$ cat src/sv/tlbpt_ram.sv
// Generic single-write, single-read RAM with registered read data.
// No dependencies.
module tlbpt_ram #(
  parameter int WIDTH = 8,
  parameter int DEPTH = 256
) (
  input  logic                     clk,
  input  logic                     we,
  input  logic [$clog2(DEPTH)-1:0] waddr,
  input  logic [WIDTH-1:0]         wdata,
  input  logic [$clog2(DEPTH)-1:0] raddr,
  output logic [WIDTH-1:0]         rdata
);

  logic [WIDTH-1:0] mem [DEPTH];

  always_ff @(posedge clk) begin
    if (we) begin
      mem[waddr] <= wdata;
    end
    rdata <= mem[raddr];
  end

endmodule

$ cat config.mk
export PLATFORM = sky130hd
export DESIGN_NAME = tlbpt_ram
export DESIGN_NICKNAME = d
export VERILOG_FILES = /design/src/sv/tlbpt_ram.sv
export SDC_FILE = /design/constraint.sdc
export NUM_CORES = 2
export LEC_CHECK = 0
export BUFFER_PORTS_ARGS = -buffer_cell sky130_fd_sc_hd__buf_4
export CORE_ASPECT_RATIO = 1.2
export CORE_UTILIZATION = 50
export DETAILED_ROUTE_END_ITERATION = 10
export PLACE_DENSITY = 0.65
export SYNTH_ARGS = -nofsm -noshare
export SYNTH_HDL_FRONTEND = slang
export SYNTH_SLANG_ARGS = --single-unit
$ cat constraint.sdc
create_clock -name clk -period 2.5 [get_ports clk]
set_input_delay 0.25 -clock clk [delete_from_list [all_inputs] [get_ports clk]]
set_output_delay 0.25 -clock clk [all_outputs]
set_load 0.01 [all_outputs]
## Yosys cells after proc, flatten, opt, wreduce, memory -nomap -nowiden

Memories as Yosys holds them, arrays and structs flattened. A register that Yosys moved wholly into a read port is not among the register bits.
Cells that the tools add are included.

- Muxes and demuxes: 2

Operators by type and width:

| kind | number |
|---|---|
| two-way mux 1 bit | 2 |

- Output and inout bits: 8
- Flip-flop bits (word level): 0
- Memories: 1
- RAM bits: 2048

Memory list:

| name | words | width | read ports | clocked after memory_dff | write ports | RTL line | text |
|---|---|---|---|---|---|---|---|
| mem | 256 | 8 | 1 | 1 | 1 | 15 | `logic [WIDTH-1:0] mem [DEPTH];` |

## Logic depth before layout (Yosys ltp)

- Word-level depth: 2
- Depth in mapped cells: 11
- Depth with buffers taken out: 6

## Worst setup path after synthesis

Ideal clock, no wire load.

- Path type: in2reg
- From: input raddr[0]
- To: register rdata[2] (read register of mem)
- Data arrival time: 2.057 ns
- Library setup time: 0.131 ns
- Path slack: 0.312 ns
- Cell stages on the path: 9
- Cell sequence: buf_6 -> buf_12 -> buf_8 -> buf_2 -> mux4_2 -> a22oi_1 -> a21oi_1 -> nor4_1 -> nor4_2

RTL lines:

| what | RTL line | text |
|---|---|---|
| start, declared | 11 | `input logic [$clog2(DEPTH)-1:0] raddr,` |
| end, declared | 12 | `output logic [WIDTH-1:0] rdata` |

==> summary.md <==
| Metric | Value |
|---|---|
| Critical Path End | rdata[5]$_DFF_P_ |
| Final Wtd Congestion | 0.916 |
| Worst-path clk slew | 0.06 ns |
| CORE AREA | 158000 sq um |
| Post-Syn Area | 79600 sq um |
| Clock power frac | 0.402 |
| Crit-path leading delay family | compound AO/OA/AOI/OAI gates |
| VDD IR max | 0.755 mV |
| Final non-filler cell total | 6777 |
| Peak Freq | 0.407 GHz |
| Filler instances | around 11000 |
| Hold Crit Class | in2reg |
| Grt met3 use | 0.0445 |
| Flop pwr share | 0.540 |
| Combinational share of power | 0.058 |
| Avg WL per Cell | 29.3 um |
| TritonCTS Buffers | 189 |
| Net Sw Frac | 0.210 |
| Total gr overflow | 0 |
| Layout cells sized above 1 | 0.335 |
| Startpoint types | flop |
| Synth top area cells | edfxtp_1 77%, mux4_2 13%, mux2i_1 1.7%, nor2_1 1.3%, a22oi_1 1.3% |
| CTS tree | done |
| 1st-pass router iterations | 6 |
| Slew Limit Fails | 0 |
| Slew HR | 0.363 |
| Largest net degree at the start of global routing | 115 |
| Setup_tns | 0 ns |
| Type of destination of the critical path | flop |
| Vias | just over 40000 |
| FF-to-FF End | rdata[5]$_DFF_P_ |
| Slowest cell on the critical path | nor3_2 |
| Critical path type | reg2reg |
| Worst Setup SP | mem[208][5]$_DFFE_PP_ |
| Root Buffer | clkbuf_16 |
| Multi-input logic area | 16600 sq um |
| Net switching power | 14800 uW |
| Met2 Use GR | 0.416 |
| H-tree depth | 4 |
| Most frequent cells in the layout | 2048 x edfxtp_1, 732 x buf_4, 454 x mux4_2 |
| GRT busiest layer | met2 |
| Met1 GRT Util | 0.330 |
| Yosys warning count | 0 |
| Crit Path Max Fanout | 1 |
| Leakage | 0.0307 uW |
| Int Power | 55600 uW |
| Crit-path cells | mux4_2 -> a22o_1 -> a221oi_1 -> o32ai_1 -> nor3_2 -> nor4_1 |
| Clock sink count | 2056 |
| MaxCap Viol Count | 0 |
| # DRC | 0 |
| Vias in the first global route | 41400 |
| Part of the Yosys area used for sequential elements | 0.775 |
| Cell count after synthesis | 3733 |
| Synth-to-layout area growth | 18.3% |
| Number of nets in the final layout | 4538 |
| Sequential cell area | 61700 sq um |
| Worst reg-to-reg setup slack | 0.04 ns |
| Vias/cell | 6.02 |
| Synth Flop Type | edfxtp_1 |
| Yosys cell types | 55 |
| Setup violators final | 0 |
| Worst slew pin tran | 0.948 ns |
| Synth Register Bits | 2056 |
| Final cycle utilization of the critical path | 0.983 |
| Asr flop ratio synth | 0 |
| Longest Clk Path Bufs | 3 |
| Slowest stage delay, CP | ~0.52 ns |
| Min Tclk post-route | roughly 2.5 ns |
| Syn_area_per_cell | roughly 21 sq um |
| Syn nets | about 3800 |
| Status | completed |
| 1st-iter DRT viols | roughly 4700 |
| First-pass GRT wire length | 287 mm |
| Power Density | 749 nW/um^2 |
| Worst EP arrival | 3.14 ns |
| Initial antenna violation count | 9 |
| Worst skew pair latency | 0.83 ns |
| Commonest non-fill, non-tap cell in the layout | edfxtp_1 |
| Synth area leader | edfxtp_1 |
| Starting Density | 0.503 |
| Port Buf Inserts | 33 |
| Buf/Inv on CP | 0 |
| Die X | 366 um |
| R2R cell count | 6 |
| I/O pin count | 34 |
| Top cell type's share of synthesized area | 0.773 |
| Die area | around 160000 sq um |
| Post-CTS setup repair buffer count | 0 |
| Final HPWL DP | about 130 mm |
| CP required | 3.18 ns |
| RSZ-0062 raised after global routing | no |
| Fin. Hold Viols | 0 |
| # placed instances | 6420 |
| Number of synthesized flops with an enable pin | 2048 |
| WL final | between 150 and 200 mm |
| Clk_skew | a little under 0.02 ns |
| Levels on crit path | 6 |
| GR Util All Layers | 0.249 |
| Post-DRT Antenna Nets | 0 |
| Worst flop-to-flop path startpoint | mem[208][5]$_DFFE_PP_ |
| # rows | 160 |
| Die Ht | approximately 440 um |
[routing by layer]
layer | wire length [um] | vias up
met4 | 6440 | 12
met5 | 81 | -
met2 | 99600 | 1660
met3 | 14700 | 321
met1 | 77800 | 21600
li1 | - | 17200
[cells by family after synthesis]
group | after synthesis | synth area share
muxes | 591 | 0.146
DFF | 2056 | 0.775
AOI/OAI and AO/OA | 385 | 0.0342
buffers and inverters | 235 | 0.0183
and+or+nand+nor | 466 | 0.0263
[what timing repair did]
action,4_1_cts,5_1_grt
endpoints found under the hold margin,377,0
hold buffers,7,0
gates resized for setup,15,3
setup endpoints to repair,7,3
pin swaps,0,1
[flip-flops by register name, summed over array words and instances, names as in the netlist]
signal  flops
mem      2048
rdata       8
[power by group through the flow]
stage	Clock, uW	Combinational (uW)	Sequential (uW)
final	28300	4090	38000
after global routing	29900	4290	38000
after CTS	28700	4110	38000
after detailed placement	0	4070	38800
after global placement	0	4010	38800
after floorplan	0	1850	38800
[Yosys cell counts, drive strengths merged, types with 12 or more instances]
library cell	instances
edfxtp	2048
a221oi	14
nor2b	31
nor3	22
mux4	456
a21oi	96
o22ai	28
clkbuf	111
a211oi	16
nand3	34
a22oi	133
nand2	33
o21ai	12
mux2i	134
nor4	27
buf	122
o221ai	47
nor2	282
[worst min-delay path by stage]
stage / start / to / cells past startpoint
6_report: wdata[6] / mem[236][6]$_DFFE_PP_ / 1
5_1_grt: wdata[6] / mem[236][6]$_DFFE_PP_ / 1
4_1_cts: wdata[6] / mem[237][6]$_DFFE_PP_ / 1
3_5_place_dp: wdata[3] / mem[22][3]$_DFFE_PP_ / 1
3_3_place_gp: wdata[3] / mem[20][3]$_DFFE_PP_ / 1
2_1_floorplan: wdata[0] / mem[0][0]$_DFFE_PP_ / 0
[area by class of cell]
class | count | area share
sequential | 2056 | 0.655
timing repair buffer | 821 | 0.0760
inverter | 2 | 0.0000798
tap | 2106 | 0.0280
antenna | 2 | 0.0000532
clock inverter | 120 | 0.0119
clock buffer | 228 | 0.0525
multi-input combinational | 1442 | 0.176
[per-stage QoR]
step | power [uW] | util | hold WS, ns | worst slack (ns) | instance area, sq um
after floorplan | 40600 | - | 0.349 | 0.312 | 79600
after global placement | 42800 | 0.556 | 0.536 | -1.65 | 87900
after detailed placement | 42800 | 0.556 | 0.537 | -1.06 | 87900
after CTS | 70900 | 0.595 | 0.0237 | 0.00281 | 94100
after global routing | 72200 | 0.595 | 0.0644 | 0.00106 | 94100
final | 70500 | 0.595 | 0.0507 | 0.0418 | 94100
No activity file was read; power rests on OpenSTA's default activity.
