[src/sv/tlbpt_pkg.sv]
// Shared constants and types for the demand-paging translator.
// No dependencies; used by the cell, chain, top-level and checker files.
package tlbpt_pkg;

  localparam int TLB_ENTRIES = 16;
  localparam int FRAME_COUNT = 256;
  localparam int PAGE_W      = 8;
  localparam int FRAME_W     = 8;
  localparam int OFF_W       = 8;
  localparam int ADDR_W      = PAGE_W + OFF_W;
  localparam int TLB_POS_W   = (TLB_ENTRIES > 1) ? $clog2(TLB_ENTRIES) : 1;
  localparam int TLB_CNT_W   = $clog2(TLB_ENTRIES + 1);
  localparam int FCNT_W      = $clog2(FRAME_COUNT + 1);
  localparam int PAGE_DEPTH  = 2 ** PAGE_W;
  localparam int FRAME_DEPTH = 2 ** FRAME_W;

  // One TLB entry as held by a cell
  typedef struct packed {
    logic               valid;
    logic [PAGE_W-1:0]  page;
    logic [FRAME_W-1:0] frame;
  } tlb_entry_t;

  typedef enum logic [1:0] {
    CELL_HOLD,
    CELL_FROM_PREV,
    CELL_FROM_NEXT
  } cell_op_t;

  typedef enum logic [1:0] {
    CHAIN_IDLE,
    CHAIN_TOUCH,
    CHAIN_DROP
  } chain_op_t;

  // Command to the chain: touch shifts cells 0..pos toward the tail and
  // loads cell 0; drop removes cell pos and closes the gap.
  typedef struct packed {
    chain_op_t          op;
    logic [TLB_POS_W-1:0] pos;
    tlb_entry_t         load;
  } chain_cmd_t;

  typedef struct packed {
    logic                 hit;
    logic [TLB_POS_W-1:0] hit_pos;
    tlb_entry_t           hit_entry;
    logic                 drop_hit;
    logic [TLB_POS_W-1:0] drop_pos;
  } chain_stat_t;

endpackage

[src/sv/tlbpt_cell.sv]
// One TLB cell: holds an entry, compares it, takes a neighbor's entry.
// Depends on tlbpt_pkg.
module tlbpt_cell (
  input  logic                           clk,
  input  logic                           rst,
  input  tlbpt_pkg::cell_op_t            op,
  input  tlbpt_pkg::tlb_entry_t          prev_in,
  input  tlbpt_pkg::tlb_entry_t          next_in,
  input  logic [tlbpt_pkg::PAGE_W-1:0]   query_page,
  input  logic [tlbpt_pkg::FRAME_W-1:0]  query_frame,
  output tlbpt_pkg::tlb_entry_t          entry,
  output logic                           page_match,
  output logic                           frame_match
);

  logic                          valid;
  logic [tlbpt_pkg::PAGE_W-1:0]  page;
  logic [tlbpt_pkg::FRAME_W-1:0] frame;

  // Valid bit, cleared by reset
  always_ff @(posedge clk) begin
    if (rst) begin
      valid <= 1'b0;
    end else begin
      case (op)
        tlbpt_pkg::CELL_FROM_PREV: valid <= prev_in.valid;
        tlbpt_pkg::CELL_FROM_NEXT: valid <= next_in.valid;
        default:                   valid <= valid;
      endcase
    end
  end

  // Payload
  always_ff @(posedge clk) begin
    case (op)
      tlbpt_pkg::CELL_FROM_PREV: begin
        page  <= prev_in.page;
        frame <= prev_in.frame;
      end
      tlbpt_pkg::CELL_FROM_NEXT: begin
        page  <= next_in.page;
        frame <= next_in.frame;
      end
      default: begin
        page  <= page;
        frame <= frame;
      end
    endcase
  end

  assign entry       = {valid, page, frame};
  assign page_match  = valid && (page == query_page);
  assign frame_match = valid && (frame == query_frame);

endmodule

[src/sv/tlbpt_chain.sv]
// TLB as a row of cells in recency order: cell 0 is most recent.
// Depends on tlbpt_pkg and tlbpt_cell.
module tlbpt_chain (
  input  logic                           clk,
  input  logic                           rst,
  input  tlbpt_pkg::chain_cmd_t          cmd,
  input  logic [tlbpt_pkg::PAGE_W-1:0]   query_page,
  input  logic [tlbpt_pkg::FRAME_W-1:0]  query_frame,
  output tlbpt_pkg::chain_stat_t         stat
);

  tlbpt_pkg::tlb_entry_t ent     [tlbpt_pkg::TLB_ENTRIES];
  tlbpt_pkg::tlb_entry_t prev_in [tlbpt_pkg::TLB_ENTRIES];
  tlbpt_pkg::tlb_entry_t next_in [tlbpt_pkg::TLB_ENTRIES];
  tlbpt_pkg::cell_op_t   ops     [tlbpt_pkg::TLB_ENTRIES];
  logic [tlbpt_pkg::TLB_ENTRIES-1:0] pm;
  logic [tlbpt_pkg::TLB_ENTRIES-1:0] fm;

  // Neighbor wiring and per-cell operation
  always_comb begin
    for (int i = 0; i < tlbpt_pkg::TLB_ENTRIES; i++) begin
      prev_in[i] = (i == 0) ? cmd.load : ent[(i == 0) ? 0 : i - 1];
      next_in[i] = (i == tlbpt_pkg::TLB_ENTRIES - 1) ? '0 :
                   ent[(i == tlbpt_pkg::TLB_ENTRIES - 1) ? i : i + 1];
      case (cmd.op)
        tlbpt_pkg::CHAIN_TOUCH:
          ops[i] = (tlbpt_pkg::TLB_POS_W'(i) <= cmd.pos) ?
                   tlbpt_pkg::CELL_FROM_PREV : tlbpt_pkg::CELL_HOLD;
        tlbpt_pkg::CHAIN_DROP:
          ops[i] = (tlbpt_pkg::TLB_POS_W'(i) >= cmd.pos) ?
                   tlbpt_pkg::CELL_FROM_NEXT : tlbpt_pkg::CELL_HOLD;
        default:
          ops[i] = tlbpt_pkg::CELL_HOLD;
      endcase
    end
  end

  for (genvar g = 0; g < tlbpt_pkg::TLB_ENTRIES; g++) begin : g_cell
    tlbpt_cell u_cell (
      .clk         (clk),
      .rst         (rst),
      .op          (ops[g]),
      .prev_in     (prev_in[g]),
      .next_in     (next_in[g]),
      .query_page  (query_page),
      .query_frame (query_frame),
      .entry       (ent[g]),
      .page_match  (pm[g]),
      .frame_match (fm[g])
    );
  end

  // Lowest matching position wins
  always_comb begin
    stat = '0;
    for (int i = tlbpt_pkg::TLB_ENTRIES - 1; i >= 0; i--) begin
      if (pm[i]) begin
        stat.hit       = 1'b1;
        stat.hit_pos   = tlbpt_pkg::TLB_POS_W'(i);
        stat.hit_entry = ent[i];
      end
      if (fm[i]) begin
        stat.drop_hit = 1'b1;
        stat.drop_pos = tlbpt_pkg::TLB_POS_W'(i);
      end
    end
  end

endmodule

[config.mk]
export PLATFORM = sky130hd
export DESIGN_NAME = tlbpt_chain
export DESIGN_NICKNAME = d
export VERILOG_FILES = /design/src/sv/tlbpt_pkg.sv /design/src/sv/tlbpt_cell.sv /design/src/sv/tlbpt_chain.sv
export SDC_FILE = /design/constraint.sdc
export NUM_CORES = 1
export LEC_CHECK = 0
export BUFFER_PORTS_ARGS = -buffer_cell sky130_fd_sc_hd__buf_4
export CAP_MARGIN = 40
export CORE_ASPECT_RATIO = 1.1
export CORE_MARGIN = 5
export CORE_UTILIZATION = 66
export CTS_BUF_LIST = sky130_fd_sc_hd__clkbuf_4
export CTS_CLUSTER_DIAMETER = 50
export DETAILED_ROUTE_END_ITERATION = 8
export GPL_TIMING_DRIVEN = 0
export PLACE_DENSITY_LB_ADDON = 0.12
export SETUP_SLACK_MARGIN = 0.05
export SLEW_MARGIN = 15
export SYNTH_ARGS = -nofsm -noshare
export SYNTH_HDL_FRONTEND = slang
export SYNTH_HIERARCHICAL = 1
export SYNTH_SLANG_ARGS = --single-unit
[constraint.sdc]
create_clock -name clk -period 8 [get_ports clk]
set_input_delay 2 -clock clk [delete_from_list [all_inputs] [get_ports clk]]
set_output_delay 2 -clock clk [all_outputs]
set_load 0.1 [all_outputs]
Yosys cells after proc, flatten, opt, wreduce, memory -nomap -nowiden
Index checks and enable logic that the tools add are counted.
{"block": "word_totals", "ff_bits": 272}
{"block": "op_classes", "eq_ne": 66, "n_reduce_logical": 48, "order_cmp": 32, "mux": 128}
{"operator": "$pmux 8 s2", "n": 32}
{"operator": "$mux 22", "n": 16}
{"operator": "$eq 8x8->1", "n": 32}
{"operator": "$mux 5", "n": 16}
{"operator": "$pmux 2 s2", "n": 16}
{"operator": "$eq 2x1->1 const B", "n": 17}
{"operator": "$eq 2x2->1 const B", "n": 17}
{"operator": "$ge 4x4->1 const A", "n": 8}
{"operator": "$le 4x4->1 const A", "n": 8}
{"operator": "$logic_and 1x1->1", "n": 32}
{"operator": "$mux 2", "n": 16}
{"operator": "$pmux 1 s2", "n": 16}
{"operator": "$reduce_bool 2->1", "n": 16}
{"operator": "$ge 3x4->1 const A", "n": 4}
{"operator": "$le 3x4->1 const A", "n": 4}
{"operator": "$mux 1", "n": 16}
{"operator": "$ge 1x4->1 const A", "n": 2}
{"operator": "$ge 2x4->1 const A", "n": 2}
{"operator": "$le 1x4->1 const A", "n": 2}
{"operator": "$le 2x4->1 const A", "n": 2}

Logic depth before layout (Yosys ltp)
{"block": "depth", "ltp_word": 18, "ltp_mapped": 12}

Cells and area by module
The synthesis kept the hierarchy.
{"module": "tlbpt_cell", "cells_per_inst": 67, "area_each_um2": 984.7, "n_inst": 16, "seq_area_each_um2": 500.5}
{"module": "tlbpt_chain", "cells_per_inst": 415, "area_each_um2": 2577.5, "n_inst": 1, "seq_area_each_um2": 0.0}

Worst setup path after synthesis
No wires, ideal clock.
{"block": "synth_timing", "path_kind": "input port to output port", "startpoint": "input query_page[6] (netlist bit)", "endpoint": "output stat[24] (netlist bit)", "n_path_buf": 2, "slack_ps": 635, "t_required_ps": 6000, "arrival_ps": 5365, "path_stages": 8, "path_cell_list": "xnor2_1 nand3_1 nor3_1 or2_2 clkbuf_1 clkbuf_1 a311oi_1 nor3_1"}
{"item": "start: declaration", "line": "tlbpt_chain.sv:7", "source": "input logic [tlbpt_pkg::PAGE_W-1:0] query_page,"}
{"item": "end: declaration", "line": "tlbpt_chain.sv:9", "source": "output tlbpt_pkg::chain_stat_t stat"}

==> results.json <==
{
  "status": "completed",
  "irDropWorstVdd_mv": 0.105,
  "finalCriticalPeriod_ns": 7.44,
  "antenna_found_initial": 1,
  "die_w_um": 169,
  "timing.setup.tns_ns": 0,
  "fin_area_um2": 20300,
  "grt_start_max_net_pins": 18,
  "clk_pin_slew_ns": 0.06,
  "start_util_pct": 66.4,
  "vias_per_cell": 6.40,
  "grt-ovfl-total": 0,
  "relSlewSlack_pct": 39.9,
  "slew_violations": 0,
  "place_inst": 1932,
  "skew_ns": 0.0553,
  "nNetsFinal": 1706,
  "mostFrequentLayoutCells": "xnor2_1, edfxtp_1, mux2_4",
  "cts_tree": "built",
  "insertion_delay_ns": 0.75,
  "fmax_ghz": 0.134,
  "p_int_mw": 2.54,
  "gp_congestion": 0.999,
  "htree_levels": 3,
  "grt_first_pass_wirelength_mm": 78.1,
  "core_area_um2": 27600,
  "hp-class": "flop to flop",
  "drv_cap": 0,
  "synth.distinct_cells": 55,
  "track_usage_pct": 32.9,
  "rows": 64,
  "p_leak_nw": 7.09,
  "syn_area_per_cell_um2": 12.3,
  "dpl.hpwl_mm": 41.0,
  "critPathLaunchType": "primary input",
  "crit_arrival_ns": 5.44,
  "drt_first_pass_iters": 5,
  "die_y_um": 185,
  "criticalPathCategory": "primary input to output pin",
  "clockPowerShare_pct": 37.9,
  "ys_warn_count": 6,
  "clock-sinks": 272,
  "synthCells": 1487,
  "drt-total-wl_mm": 52.3,
  "drive_gt1_share_pct": 31.5,
  "vias": 13200,
  "async_flop_share_pct": 0,
  "rsz0062_at_grt": "no",
  "placed_cell_area_um2": 19300,
  "p_sw_share_pct": 26.1,
  "critPathMaxFanout": 16,
  "io-pin-count": 68,
  "grt_pass1_vias": 13400,
  "cts_root_buf": "clkbuf_4",
  "post_drt_wl_per_cell_um": 25.3,
  "cts_buffers": 75,
  "final-hold-violation-count": 0,
  "cts_resized": 0,
  "switchingPower_uw": 894,
  "drc": 0,
  "postCtsSetupRepairBufs": 0,
  "synth_edf_count": 256,
  "p_per_area_nw_per_um2": 169,
  "ys_seq_area_share_pct": 43.7,
  "cts_hold_buf": 0,
  "endpoint_kind": "output pin",
  "worst_slew_pin_slew_ns": 0.891,
  "setup-violations-final": 0,
  "fp.dieArea_um2": 31200,
  "fin_cells": 2068,
  "port_buffers": 66,
  "drt_iter0_markers": 1256,
  "timing.final.crit_share_pct": 93.0,
  "ys_ff_latch": 272,
  "p_comb_share_pct": 12.0,
  "final_antenna_net_count": 0,
  "ys.flop_type": "edfxtp_1",
  "power_frac_seq_pct": 50.1,
  "areaGrowthSynthToFinish_pct": 10.8,
  "required_ns": 6.00,
  "syn-cell-area_um2": 18300,
  "clock_path_buffers": 3
}
==> sequential cells by signal (all words and copies together) (netlist names) <==
register / cells
g_cell.u_cell/frame: 128
g_cell.u_cell/page: 128
g_cell.u_cell/valid: 16
==> path summary, 6_finish.rpt <==
check                                             from                     end  slack (ns)  cells past startpoint
worst max-delay path                     query_page[5]                stat[16]        0.56                     12
worst min-delay path            g_cell[3].u_cell/valid  g_cell[3].u_cell/valid        0.52                      2
worst max register to register  g_cell[8].u_cell/valid  g_cell[9].u_cell/valid        6.86                      4
worst min register to register  g_cell[3].u_cell/valid  g_cell[3].u_cell/valid        0.52                      2
==> stage by stage <==
stage | worst slack (ns) | hold slack [ns] | power [mW] | util (%)
after global placement | 0.800 | 0.506 | 2.13 | 70.0
after CTS | 0.748 | 0.520 | 3.44 | 73.5
final | 0.558 | 0.521 | 3.43 | 73.6
after global routing | 0.421 | 0.520 | 3.56 | 73.6
after detailed placement | 0.763 | 0.510 | 2.15 | 70.0
after floorplan | 0.635 | 0.453 | 2.01 | -
==> cells by family after synthesis <==
family | share of synthesized area (%)
mux | 20.3
flops | 43.7
simple gates | 7.08
xor+xnor | 12.2
compound gates | 9.82
buf+inv | 5.56
fa+ha+maj | 1.30
other cells | 0.0205
==> critical path, cell delays in order <==
cell and delay (ns):
buf_4 0.29, xnor2_1 0.17, nand4_1 0.15, nor3_1 0.49
or2_2 0.20, buf_2 0.21, buf_2 0.28, a221oi_1 0.10
o311ai_0 0.76, a21oi_1 0.23, o21ai_1 0.23, buf_4 0.32
==> Yosys cell counts, drive strengths merged, types with 2 or more instances <==
master / number / share of area [%]
and2: 3 / 0.10
o211ai: 6 / 0.25
or2: 9 / 0.31
a22o: 2 / 0.096
nor2b: 10 / 0.35
buf: 67 / 4.0
a2111oi: 3 / 0.14
nand3: 35 / 0.96
o31a: 9 / 0.43
nand2b: 9 / 0.31
a221oi: 48 / 2.3
o311a: 7 / 0.38
nand2: 80 / 1.6
a41oi: 2 / 0.096
xnor2: 256 / 12
mux2: 272 / 20
o2111ai: 4 / 0.19
o22ai: 36 / 1.2
a211oi: 5 / 0.20
edfxtp: 256 / 42
clkinv: 2 / 0.041
ha: 19 / 1.3
clkbuf: 27 / 0.55
o311ai: 6 / 0.29
a221o: 4 / 0.22
inv: 46 / 0.94
a21oi: 49 / 1.3
dfxtp: 16 / 1.7
nor3: 39 / 1.1
a31oi: 4 / 0.14
nand4: 34 / 1.2
o221ai: 19 / 0.91
o21ai: 33 / 0.90
nor2: 46 / 0.96
nor4: 3 / 0.10
a22oi: 11 / 0.45
==> routing by layer <==
layer	part of all wire, %	up-vias	routed length, um	global-route usage [%]
met1	39	6528	20500	40.1
li1	-	5955	-	-
met4	4.3	0	2270	14.4
met5	0	-	0	0
met3	6.5	138	3390	5.44
met2	50	623	26200	57.8
==> area by class of cell <==
type                       instances  area [um2]
multi-input combinational       1089        9370
sequential                       272        8010
fill                            1988        7310
clock buffer                     120         901
buffer                            94         838
timing repair buffer              66         495
tap                              363         454
inverter                          48         180
clock inverter                    15        73.8
antenna                            1        2.50
==> power by group through the flow <==
stage	clock, mW	combinational, mW	sequential, mW
2_1_floorplan	0	0.295	1.72
3_3_place_gp	0	0.391	1.74
3_5_place_dp	0	0.404	1.75
4_1_cts	1.32	0.406	1.72
5_1_grt	1.41	0.430	1.72
6_report	1.30	0.411	1.72
Note: power is estimated with default switching activity, not from simulation.
